## src/sv/ukst_pkg.sv

```systemverilog
// ----------------------------------------------------------------------------
// ukst_pkg
// Types, sizes and codes for the unique-key stack table
// ----------------------------------------------------------------------------
package ukst_pkg;

    localparam int DEPTH      = 16;
    localparam int KEY_BITS   = 32;
    localparam int VALUE_BITS = 16;
    localparam int AW         = $clog2(DEPTH);
    localparam int CNT_W      = $clog2(DEPTH + 1);

    typedef enum logic [1:0] {
        CMD_FIND = 2'd0,
        CMD_ADD  = 2'd1,
        CMD_POP  = 2'd2,
        CMD_DEL  = 2'd3
    } t_cmd;

    typedef enum logic [2:0] {
        ST_OK     = 3'd0,
        ST_ABSENT = 3'd1,
        ST_DUP    = 3'd2,
        ST_EMPTY  = 3'd3,
        ST_FULL   = 3'd4
    } t_status;

    typedef enum logic [1:0] {
        S_IDLE,
        S_POP,
        S_SCAN,
        S_SHIFT
    } t_state;

    typedef struct packed {
        t_cmd                  cmd;
        logic [KEY_BITS-1:0]   key;
        logic [VALUE_BITS-1:0] value;
    } t_req;

    typedef struct packed {
        t_status               status;
        logic [KEY_BITS-1:0]   out_key;
        logic [VALUE_BITS-1:0] out_value;
        logic [CNT_W-1:0]      count;
        logic                  is_empty;
    } t_res;

    typedef struct packed {
        logic [KEY_BITS-1:0]   key;
        logic [VALUE_BITS-1:0] value;
    } t_entry;

    localparam int ENTRY_W = $bits(t_entry);

    function automatic t_res f_res(t_status st, logic [KEY_BITS-1:0] k,
                                   logic [VALUE_BITS-1:0] v, logic [CNT_W-1:0] c);
        t_res r;
        r.status    = st;
        r.out_key   = k;
        r.out_value = v;
        r.count     = c;
        r.is_empty  = (c == '0);
        return r;
    endfunction

endpackage

```

## src/sv/ukst_ram.sv

```systemverilog
// ----------------------------------------------------------------------------
// ukst_ram
// Simple dual-port RAM, one write and one registered read per cycle
// ----------------------------------------------------------------------------
module ukst_ram #(
    parameter int DEPTH_P = 16,
    parameter int WIDTH_P = 48,
    parameter int AW_P    = $clog2(DEPTH_P)
) (
    input  logic               i_clk,
    input  logic               i_we,
    input  logic [AW_P-1:0]    i_waddr,
    input  logic [WIDTH_P-1:0] i_wdata,
    input  logic [AW_P-1:0]    i_raddr,
    output logic [WIDTH_P-1:0] o_rdata
);

    logic [WIDTH_P-1:0] r_mem [DEPTH_P];

    always_ff @(posedge i_clk) begin
        if (i_we) begin
            r_mem[i_waddr] <= i_wdata;
        end
    end

    always_ff @(posedge i_clk) begin
        o_rdata <= r_mem[i_raddr];
    end

endmodule

```

## src/sv/unique_key_stack_table_unit.sv

```systemverilog
// ----------------------------------------------------------------------------
// unique_key_stack_table_unit
// Unique-key table in most-recent-first order: find, add, pop and delete
// ----------------------------------------------------------------------------
//  channel   ports                     handshake
//  request   start, busy, i_req        taken when start high and busy low
//  result    o_done, o_res             o_done marks one cycle, no back pressure
//
//  entries sit in one RAM, oldest at address 0, newest at address count-1
//  find, add and delete scan the RAM one address a cycle, stopping at a hit
//  a delete then closes the gap one entry a cycle
//  pop reads the newest entry with no scan; commands on an empty table answer from idle
//  synchronous reset empties the table, RAM contents are left as they are
// ----------------------------------------------------------------------------
module unique_key_stack_table_unit
    import ukst_pkg::*;
(
    input  logic i_clk,
    input  logic i_rst_n,
    input  logic start,
    output logic busy,
    input  t_req i_req,
    output logic o_done,
    output t_res o_res
);

    t_state           r_state, n_state;
    t_req             r_req, n_req;
    logic [CNT_W-1:0] r_count, n_count;
    logic [AW-1:0]    r_addr, n_addr;
    logic             r_done, n_done;
    t_res             r_res, n_res;

    logic             ram_we;
    logic [AW-1:0]    ram_waddr;
    t_entry           ram_wdata;
    logic [AW-1:0]    ram_raddr;
    logic [ENTRY_W-1:0] ram_rdata;
    t_entry           rd_entry;
    logic             hit;
    logic             last;

    ukst_ram #(
        .DEPTH_P (DEPTH),
        .WIDTH_P (ENTRY_W)
    ) u_ram (
        .i_clk   (i_clk),
        .i_we    (ram_we),
        .i_waddr (ram_waddr),
        .i_wdata (ram_wdata),
        .i_raddr (ram_raddr),
        .o_rdata (ram_rdata)
    );

    assign rd_entry = t_entry'(ram_rdata);
    assign hit      = (rd_entry.key == r_req.key);
    assign last     = (CNT_W'(r_addr) == r_count - 1'b1);
    assign busy     = (r_state != S_IDLE);
    assign o_done   = r_done;
    assign o_res    = r_res;

    always_ff @(posedge i_clk) begin
        if (!i_rst_n) begin
            r_state <= S_IDLE;
            r_count <= '0;
            r_done  <= 1'b0;
        end else begin
            r_state <= n_state;
            r_count <= n_count;
            r_done  <= n_done;
        end
    end

    always_ff @(posedge i_clk) begin
        r_req  <= n_req;
        r_addr <= n_addr;
        r_res  <= n_res;
    end

    always_comb begin
        n_state   = r_state;
        n_req     = r_req;
        n_count   = r_count;
        n_addr    = r_addr;
        n_done    = 1'b0;
        n_res     = r_res;
        ram_we    = 1'b0;
        ram_waddr = r_addr;
        ram_wdata = rd_entry;
        ram_raddr = r_addr + 1'b1;

        unique case (r_state)
            S_IDLE: begin
                ram_raddr = '0;
                if (start) begin
                    n_req = i_req;
                    if (r_count == '0) begin
                        n_done = 1'b1;
                        case (i_req.cmd)
                            CMD_FIND: n_res = f_res(ST_ABSENT, '0, '0, r_count);
                            CMD_ADD: begin
                                ram_we          = 1'b1;
                                ram_waddr       = '0;
                                ram_wdata.key   = i_req.key;
                                ram_wdata.value = i_req.value;
                                n_count         = CNT_W'(1);
                                n_res = f_res(ST_OK, '0, '0, CNT_W'(1));
                            end
                            default: n_res = f_res(ST_EMPTY, '0, '0, r_count);
                        endcase
                    end else if (i_req.cmd == CMD_POP) begin
                        ram_raddr = AW'(r_count - 1'b1);
                        n_state   = S_POP;
                    end else begin
                        n_addr  = '0;
                        n_state = S_SCAN;
                    end
                end
            end
            S_POP: begin
                n_count = r_count - 1'b1;
                n_res   = f_res(ST_OK, rd_entry.key, rd_entry.value, r_count - 1'b1);
                n_done  = 1'b1;
                n_state = S_IDLE;
            end
            S_SCAN: begin
                if (hit) begin
                    case (r_req.cmd)
                        CMD_FIND: begin
                            n_res   = f_res(ST_OK, rd_entry.key, rd_entry.value, r_count);
                            n_done  = 1'b1;
                            n_state = S_IDLE;
                        end
                        CMD_DEL: begin
                            n_res = f_res(ST_OK, rd_entry.key, rd_entry.value,
                                          r_count - 1'b1);
                            if (last) begin
                                n_count = r_count - 1'b1;
                                n_done  = 1'b1;
                                n_state = S_IDLE;
                            end else begin
                                n_addr  = r_addr + 1'b1;
                                n_state = S_SHIFT;
                            end
                        end
                        default: begin
                            n_res   = f_res(ST_DUP, '0, '0, r_count);
                            n_done  = 1'b1;
                            n_state = S_IDLE;
                        end
                    endcase
                end else if (last) begin
                    n_done  = 1'b1;
                    n_state = S_IDLE;
                    if (r_req.cmd == CMD_ADD) begin
                        if (r_count == CNT_W'(DEPTH)) begin
                            n_res = f_res(ST_FULL, '0, '0, r_count);
                        end else begin
                            ram_we          = 1'b1;
                            ram_waddr       = AW'(r_count);
                            ram_wdata.key   = r_req.key;
                            ram_wdata.value = r_req.value;
                            n_count         = r_count + 1'b1;
                            n_res = f_res(ST_OK, '0, '0, r_count + 1'b1);
                        end
                    end else begin
                        n_res = f_res(ST_ABSENT, '0, '0, r_count);
                    end
                end else begin
                    n_addr = r_addr + 1'b1;
                end
            end
            S_SHIFT: begin
                ram_we    = 1'b1;
                ram_waddr = r_addr - 1'b1;
                if (last) begin
                    n_count = r_count - 1'b1;
                    n_done  = 1'b1;
                    n_state = S_IDLE;
                end else begin
                    n_addr = r_addr + 1'b1;
                end
            end
            default: n_state = S_IDLE;
        endcase
    end

    a_count_range: assert property (@(posedge i_clk) disable iff (!i_rst_n)
        r_count <= CNT_W'(DEPTH))
        else $error("entry count above table depth");

    a_count_step: assert property (@(posedge i_clk) disable iff (!i_rst_n)
        $past(i_rst_n) |-> (r_count == $past(r_count) ||
                            r_count == $past(r_count) + 1'b1 ||
                            r_count == $past(r_count) - 1'b1))
        else $error("entry count moved by more than one");

    a_empty_flag: assert property (@(posedge i_clk) disable iff (!i_rst_n)
        o_done |-> (o_res.is_empty == (o_res.count == '0) && o_res.count == r_count))
        else $error("result count disagrees with table state");

    a_write_busy: assert property (@(posedge i_clk) disable iff (!i_rst_n)
        ram_we |-> (busy || start))
        else $error("ram write without a request in progress");

    a_done_idle: assert property (@(posedge i_clk) disable iff (!i_rst_n)
        o_done |-> !busy)
        else $error("result issued while still busy");

endmodule

```

## config.mk

```make
export PLATFORM = sky130hd
export DESIGN_NAME = unique_key_stack_table_unit
export DESIGN_NICKNAME = d
export VERILOG_FILES = /design/src/sv/ukst_pkg.sv /design/src/sv/ukst_ram.sv /design/src/sv/unique_key_stack_table_unit.sv
export SDC_FILE = /design/constraint.sdc
export NUM_CORES = 1
export LEC_CHECK = 0
export BUFFER_PORTS_ARGS = -buffer_cell sky130_fd_sc_hd__clkbuf_2
export CAP_MARGIN = 20
export CELL_PAD_IN_SITES_DETAIL_PLACEMENT = 2
export CELL_PAD_IN_SITES_GLOBAL_PLACEMENT = 2
export CORE_UTILIZATION = 30
export CTS_BUF_LIST = sky130_fd_sc_hd__clkbuf_16
export DETAILED_ROUTE_END_ITERATION = 7
export GPL_ROUTABILITY_DRIVEN = 0
export GPL_TIMING_DRIVEN = 0
export PLACE_DENSITY = 0.67
export SETUP_SLACK_MARGIN = 0.15
export SLEW_MARGIN = 30
export SYNTH_ARGS = -nofsm -noshare
export SYNTH_HDL_FRONTEND = slang
export SYNTH_SLANG_ARGS = --single-unit
export TNS_END_PERCENT = 5
```

## constraint.sdc

```tcl
create_clock -name i_clk -period 21.7 [get_ports i_clk]
set_clock_uncertainty 0.1 [all_clocks]
set_input_delay 4.34 -clock i_clk [delete_from_list [all_inputs] [get_ports i_clk]]
set_output_delay 4.34 -clock i_clk [all_outputs]
set_load 0.02 [all_outputs]
```

After elaboration in Yosys (flattened, before gate mapping)
Memory sizes are Yosys's and may differ from the RTL's. A register that Yosys moved wholly into a read port is not among the register bits.
Index checks and enable logic that the tools add are counted.

storage, ports and cells
  register bits after elaboration = 119
  latch bits = 0
  RAM bits = 768
  ROM bits = 0
  input port bits = 53
  output and inout bits = 59
  logic and storage cells = 120
  memories kept = 1

memory list
  memory       depth  bits a word  read ports  clocked after Yosys merged registers in  write ports  line            source
  u_ram.r_mem  16     48           1           1                                        1            ukst_ram.sv:18  logic [WIDTH_P-1:0] r_mem [DEPTH_P];

operators by class
  add/sub/neg operators = 4
  multiply operators = 0
  divide/modulo/power cells = 0
  order comparisons = 0
  eq/ne operators = 19
  shift-type cells = 0
  multiplexer cells = 70
  bitwise gates (word level) = 0
  reductions and logical operators = 14

operator list
  kind                 count
  $mux 57              6
  $mux 48              7
  $pmux 56 s2          2
  $pmux 57 s3          1
  $pmux 48 s2          1
  $mux 4               17
  $mux 5               9
  $eq 32x32->1         1
  $pmux 4 s3           2
  $pmux 5 s4           1
  $logic_not 5->1      3
  $mux 1               14
  $mux 2               7
  $ne 3x3->1 const B   3
  $eq 2x2->1 const B   4
  $ne 2x2->1 const B   4
  $pmux 2 s4           1
  $reduce_and 7->1     1
  $eq 2x1->1 const B   3
  $logic_not 2->1      3
  $reduce_bool 3->1    2
  $add 5x1->5 const B  1
  $eq 4x5->1           1
  $eq 5x5->1 const B   1
  11 further kinds     12

Depth between registers and ports, before layout
  depth in word-level cells = 8
  mapped depth = 15
  depth with buffers taken out = 10

Modules after synthesis
A second synthesis with hierarchy kept.

second synthesis, totals
  cell total of the unflattened synthesis = 1818
  area total of the unflattened synthesis = 36389.9 um^2

by module, submodules not included
  module                       instances  cells each  area an instance (um^2)  seq. area each (um^2)
  ukst_ram                     1          1242        29691.0                  24023.0
  unique_key_stack_table_unit  1          576         6698.9                   3493.4

Worst setup path before layout
OpenSTA, ideal clock, no wires.

  path type = input -> register
  from = input port start
  to = memory u_ram.r_mem[10][0] (enable)
  setup time = 0.590 ns
  arrival time = 11.204 ns
  setup slack = 9.806 ns
  stages on the path = 7
  path buffers = 0
  cell sequence = nand2_1 inv_1 nand2_1 nor2_1 nor2_1 o32a_1 nor4b_1

between the ends
  word-level cells in the longest chain between the ends = 4
  elaborated cells between the ends (all ways) = 6
  those cells by class = mux (6)

RTL lines
  element                       line                               source
  start, declared               unique_key_stack_table_unit.sv:20  input logic start,
  $mux 1                        unique_key_stack_table_unit.sv:95  if (start) begin
  $pmux 1 s3                    unique_key_stack_table_unit.sv:92  unique case (r_state)
  $mux 1                        ukst_ram.sv:21                     if (i_we) begin
  $mux 1 (implied by the code)  ukst_ram.sv:22                     r_mem[i_waddr] <= i_wdata;
  end, declared                 ukst_ram.sv:18

Several ways; a longest one is shown, not always the timed one.

Worst setup path after layout
  from = input port start
  to = memory u_ram.r_mem[12][47] (enable)

The elaborated chain is that of the path after synthesis.

==> qor.yml <==
layout:
  n_fill_cell: 13035
  layout.nets: 3328
  multi_input_area_um2: 9780
  syn2layout_area_growth_pct: 19.4
  drive_above_1_share_pct: 16.2
  seqCellArea_um2: 27500
  layoutNonFillerInstCount: 5003
floorplanning:
  core_um2: 126000
  dieArea_um2: 129000
  chipWidth_um: 359
  die_h_um: 359
  initial_utilization_pct: 30.3
  io_pins: 112
  num_rows: 130
pwr:
  fin_total_pwr_mw: 4.57
  seqPwrFrac_pct: 48.1
  power_leakage_nw: 15.9
  switching_share_pct: 28.3
  ir_drop_v: 0.0000586
  p_switching_mw: 1.30
  power.share.combinational_pct: 14.1
  intPower_mw: 3.28
  clock_power_share_pct: 37.8
  power_density_nw_per_um2: 100
sta:
  slew_headroom_pct: 29.7
  min_period_ns: 8.39
  fin_setup_tns_ns: 0
  setup_ws_ns: 13.31
  worst_slew_pin_slew_ns: 1.05
  period_share_pct: 38.7
  finalHoldViolations: 0
  rsz0062_at_grt: "no"
  max_freq_ghz: 0.119
  hold_ws_ns: 0.489
  final_max_slew_viol_count: 0
  setup_viol: 0
clock_tree:
  cts_tree: "done"
  htreeDepth: 3
  clk_latency_ns: 0.69
  cts-root-buf: "clkbuf_16"
  postCtsHoldBufs: 0
  cts_max_path_buffers: 3
  cts.sinks: 935
  cts_resized: 0
  cts_buffers: 101
  post_cts_buffers: 0
  clkTransAtPathRegs_ns: 0.06
route:
  viasPerCell: 5.32
  drt_iter0_drc: 2440
  postRouteWirelength_um: 142000
  vias: 26609
  drtAntennaViolNets: 0
  dr.pass1.iters: 6
  routedWlPerCell_um: 28.3
  drc: 0
placed_design:
  dpl.cell_count: 4809
  io_buffers: 111
  dp_slack_ns: 12.67
  post-dp-hpwl_um: 100000
synthesis:
  synthCells: 2938
  synth_top_area_share_pct: 69.2
  synthArstFlopShare_pct: 0
  avgSynthCellArea_um2: 13.0
  synth.area.top_cells: "edfxtp_1, nand2_1, nand3_1, dfxtp_1, a311oi_1"
  synth_area_um2: 38100
  synth_edf_count: 879
  synthTopCellsByCount: "edfxtp_1, nand2_1, nand3_1"
  synth_cell_types: 82
  yosysTopAreaCell: "edfxtp_1"
  synth-seq-area-share_pct: 72.1
  ys_ff_latch: 935
  syn_nets: 3004
  yosysWarningCount: 0
  synth_most_common_cell: "edfxtp_1"
  synth_ff_type: "edfxtp_1"
setup_path:
  end_kind: "flip-flop"
  path_max_fanout: 29
  crit_required_ns: 21.98
  rrSetupSlack_ns: 15.10
  cp-start-kind: "input port"
  crit_type: "in -> reg"
  critPathArrivalTime_ns: 8.67
job:
  maxCapViolCount: 0
global_route:
  grt_max_degree: 30
  grt_pass1_wl_um: 202000
  grt_overflow: 0
  grt_usage_pct: 21.9
  antenna_found_initial: 22
  grt_pass1_vias: 28820
min_path:
  hold_path.class: "reg -> reg"
status:
  status: "finished clean"
layout make-up:
class / instances / share of cell area, %
Sequential cell: 935 / 60.4
Clock inverter: 86 / 1.49
Inverter: 65 / 0.541
Multi-Input combinational cell: 1741 / 21.5
Tap cell: 1650 / 4.53
Buffer: 197 / 1.94
Antenna cell: 5 / 0.0275
Clock buffer: 103 / 5.66
Timing Repair Buffer: 221 / 3.92
stage by stage:
stage	area, um^2	util (%)
after floorplan	38100	-
after global placement	40800	32.4
after detailed placement	42300	33.6
after CTS	45500	36.2
after global routing	45500	36.2
final	45500	36.2
metal layers:
layer	global-route usage [%]	routed length [um]	up-vias
met5	0.926	177	-
met4	6.50	3920	4
met3	4.88	10400	199
met2	35.7	66700	900
met1	28.8	60300	13931
li1	-	-	11575
registers in the layout, indices dropped and copies added, names as in the netlist:
name,flops
o_done,1
u_ram.r_mem,768
u_ram.o_rdata,48
r_state,2
r_req,50
o_res,57
r_count,5
r_addr,4
power groups by stage:
stage          Sequential, mW  Combinational (mW)  Clock, mW
2_1_floorplan            2.23               0.301          0
6_report                 2.20               0.644       1.73
5_1_grt                  2.20               0.681       1.82
3_5_place_dp             2.24               0.635          0
3_3_place_gp             2.24               0.579          0
4_1_cts                  2.20               0.642       1.76
worst paths after layout:
path                                    to                startpoint  cells past startpoint
min reg2reg             o_res[9]$_DFFE_PP_  u_ram.o_rdata[3]$_DFF_P_                      1
max          u_ram.r_mem[12][47]$_DFFE_PP_                     start                     15
min                     o_res[9]$_DFFE_PP_  u_ram.o_rdata[3]$_DFF_P_                      1
max reg2reg   u_ram.r_mem[10][1]$_DFFE_PP_   r_count[0]$_SDFFE_PN0P_                     17
worst max-delay path, cell delays in order:
cell	delay (ns)
clkbuf_2	0.18
nand2_1	0.18
inv_4	0.33
buf_12	0.29
nand2_1	0.13
nor2_1	0.45
nor2_1	0.12
o32a_1	0.42
nor4_2	0.67
buf_2	0.35
buf_2	0.24
buf_2	0.23
buf_2	0.26
buf_2	0.23
buf_2	0.21
cell usage in the layout (no fill, tap or decap), types with 36 or more instances in the layout:
cell and instances:
xor2_1 36, nor2_1 39, dfxtp_1 56, nand3_1 394, a311oi_1 96, buf_2 123, clkbuf_2 119, inv_1 80
and2_1 96, nand2_1 698, a31oi_1 53, edfxtp_1 879, clkbuf_1 95, clkbuf_16 103, a211oi_1 48
kinds of logic (layout without fill, tap and decap cells):
group	after synthesis	in the layout	synth area share, %
adder cells (fa/ha/maj)	13	13	0.426
AND/OR/NAND/NOR	1294	1294	15.3
AO/OA/AOI/OAI	361	361	7.34
buffers and inverters	262	672	2.93
flip-flops	935	935	72.1
multiplexers	27	27	0.781
other	0	5	0
XOR/XNOR	46	46	1.13
(Power assumes the default switching activity.)
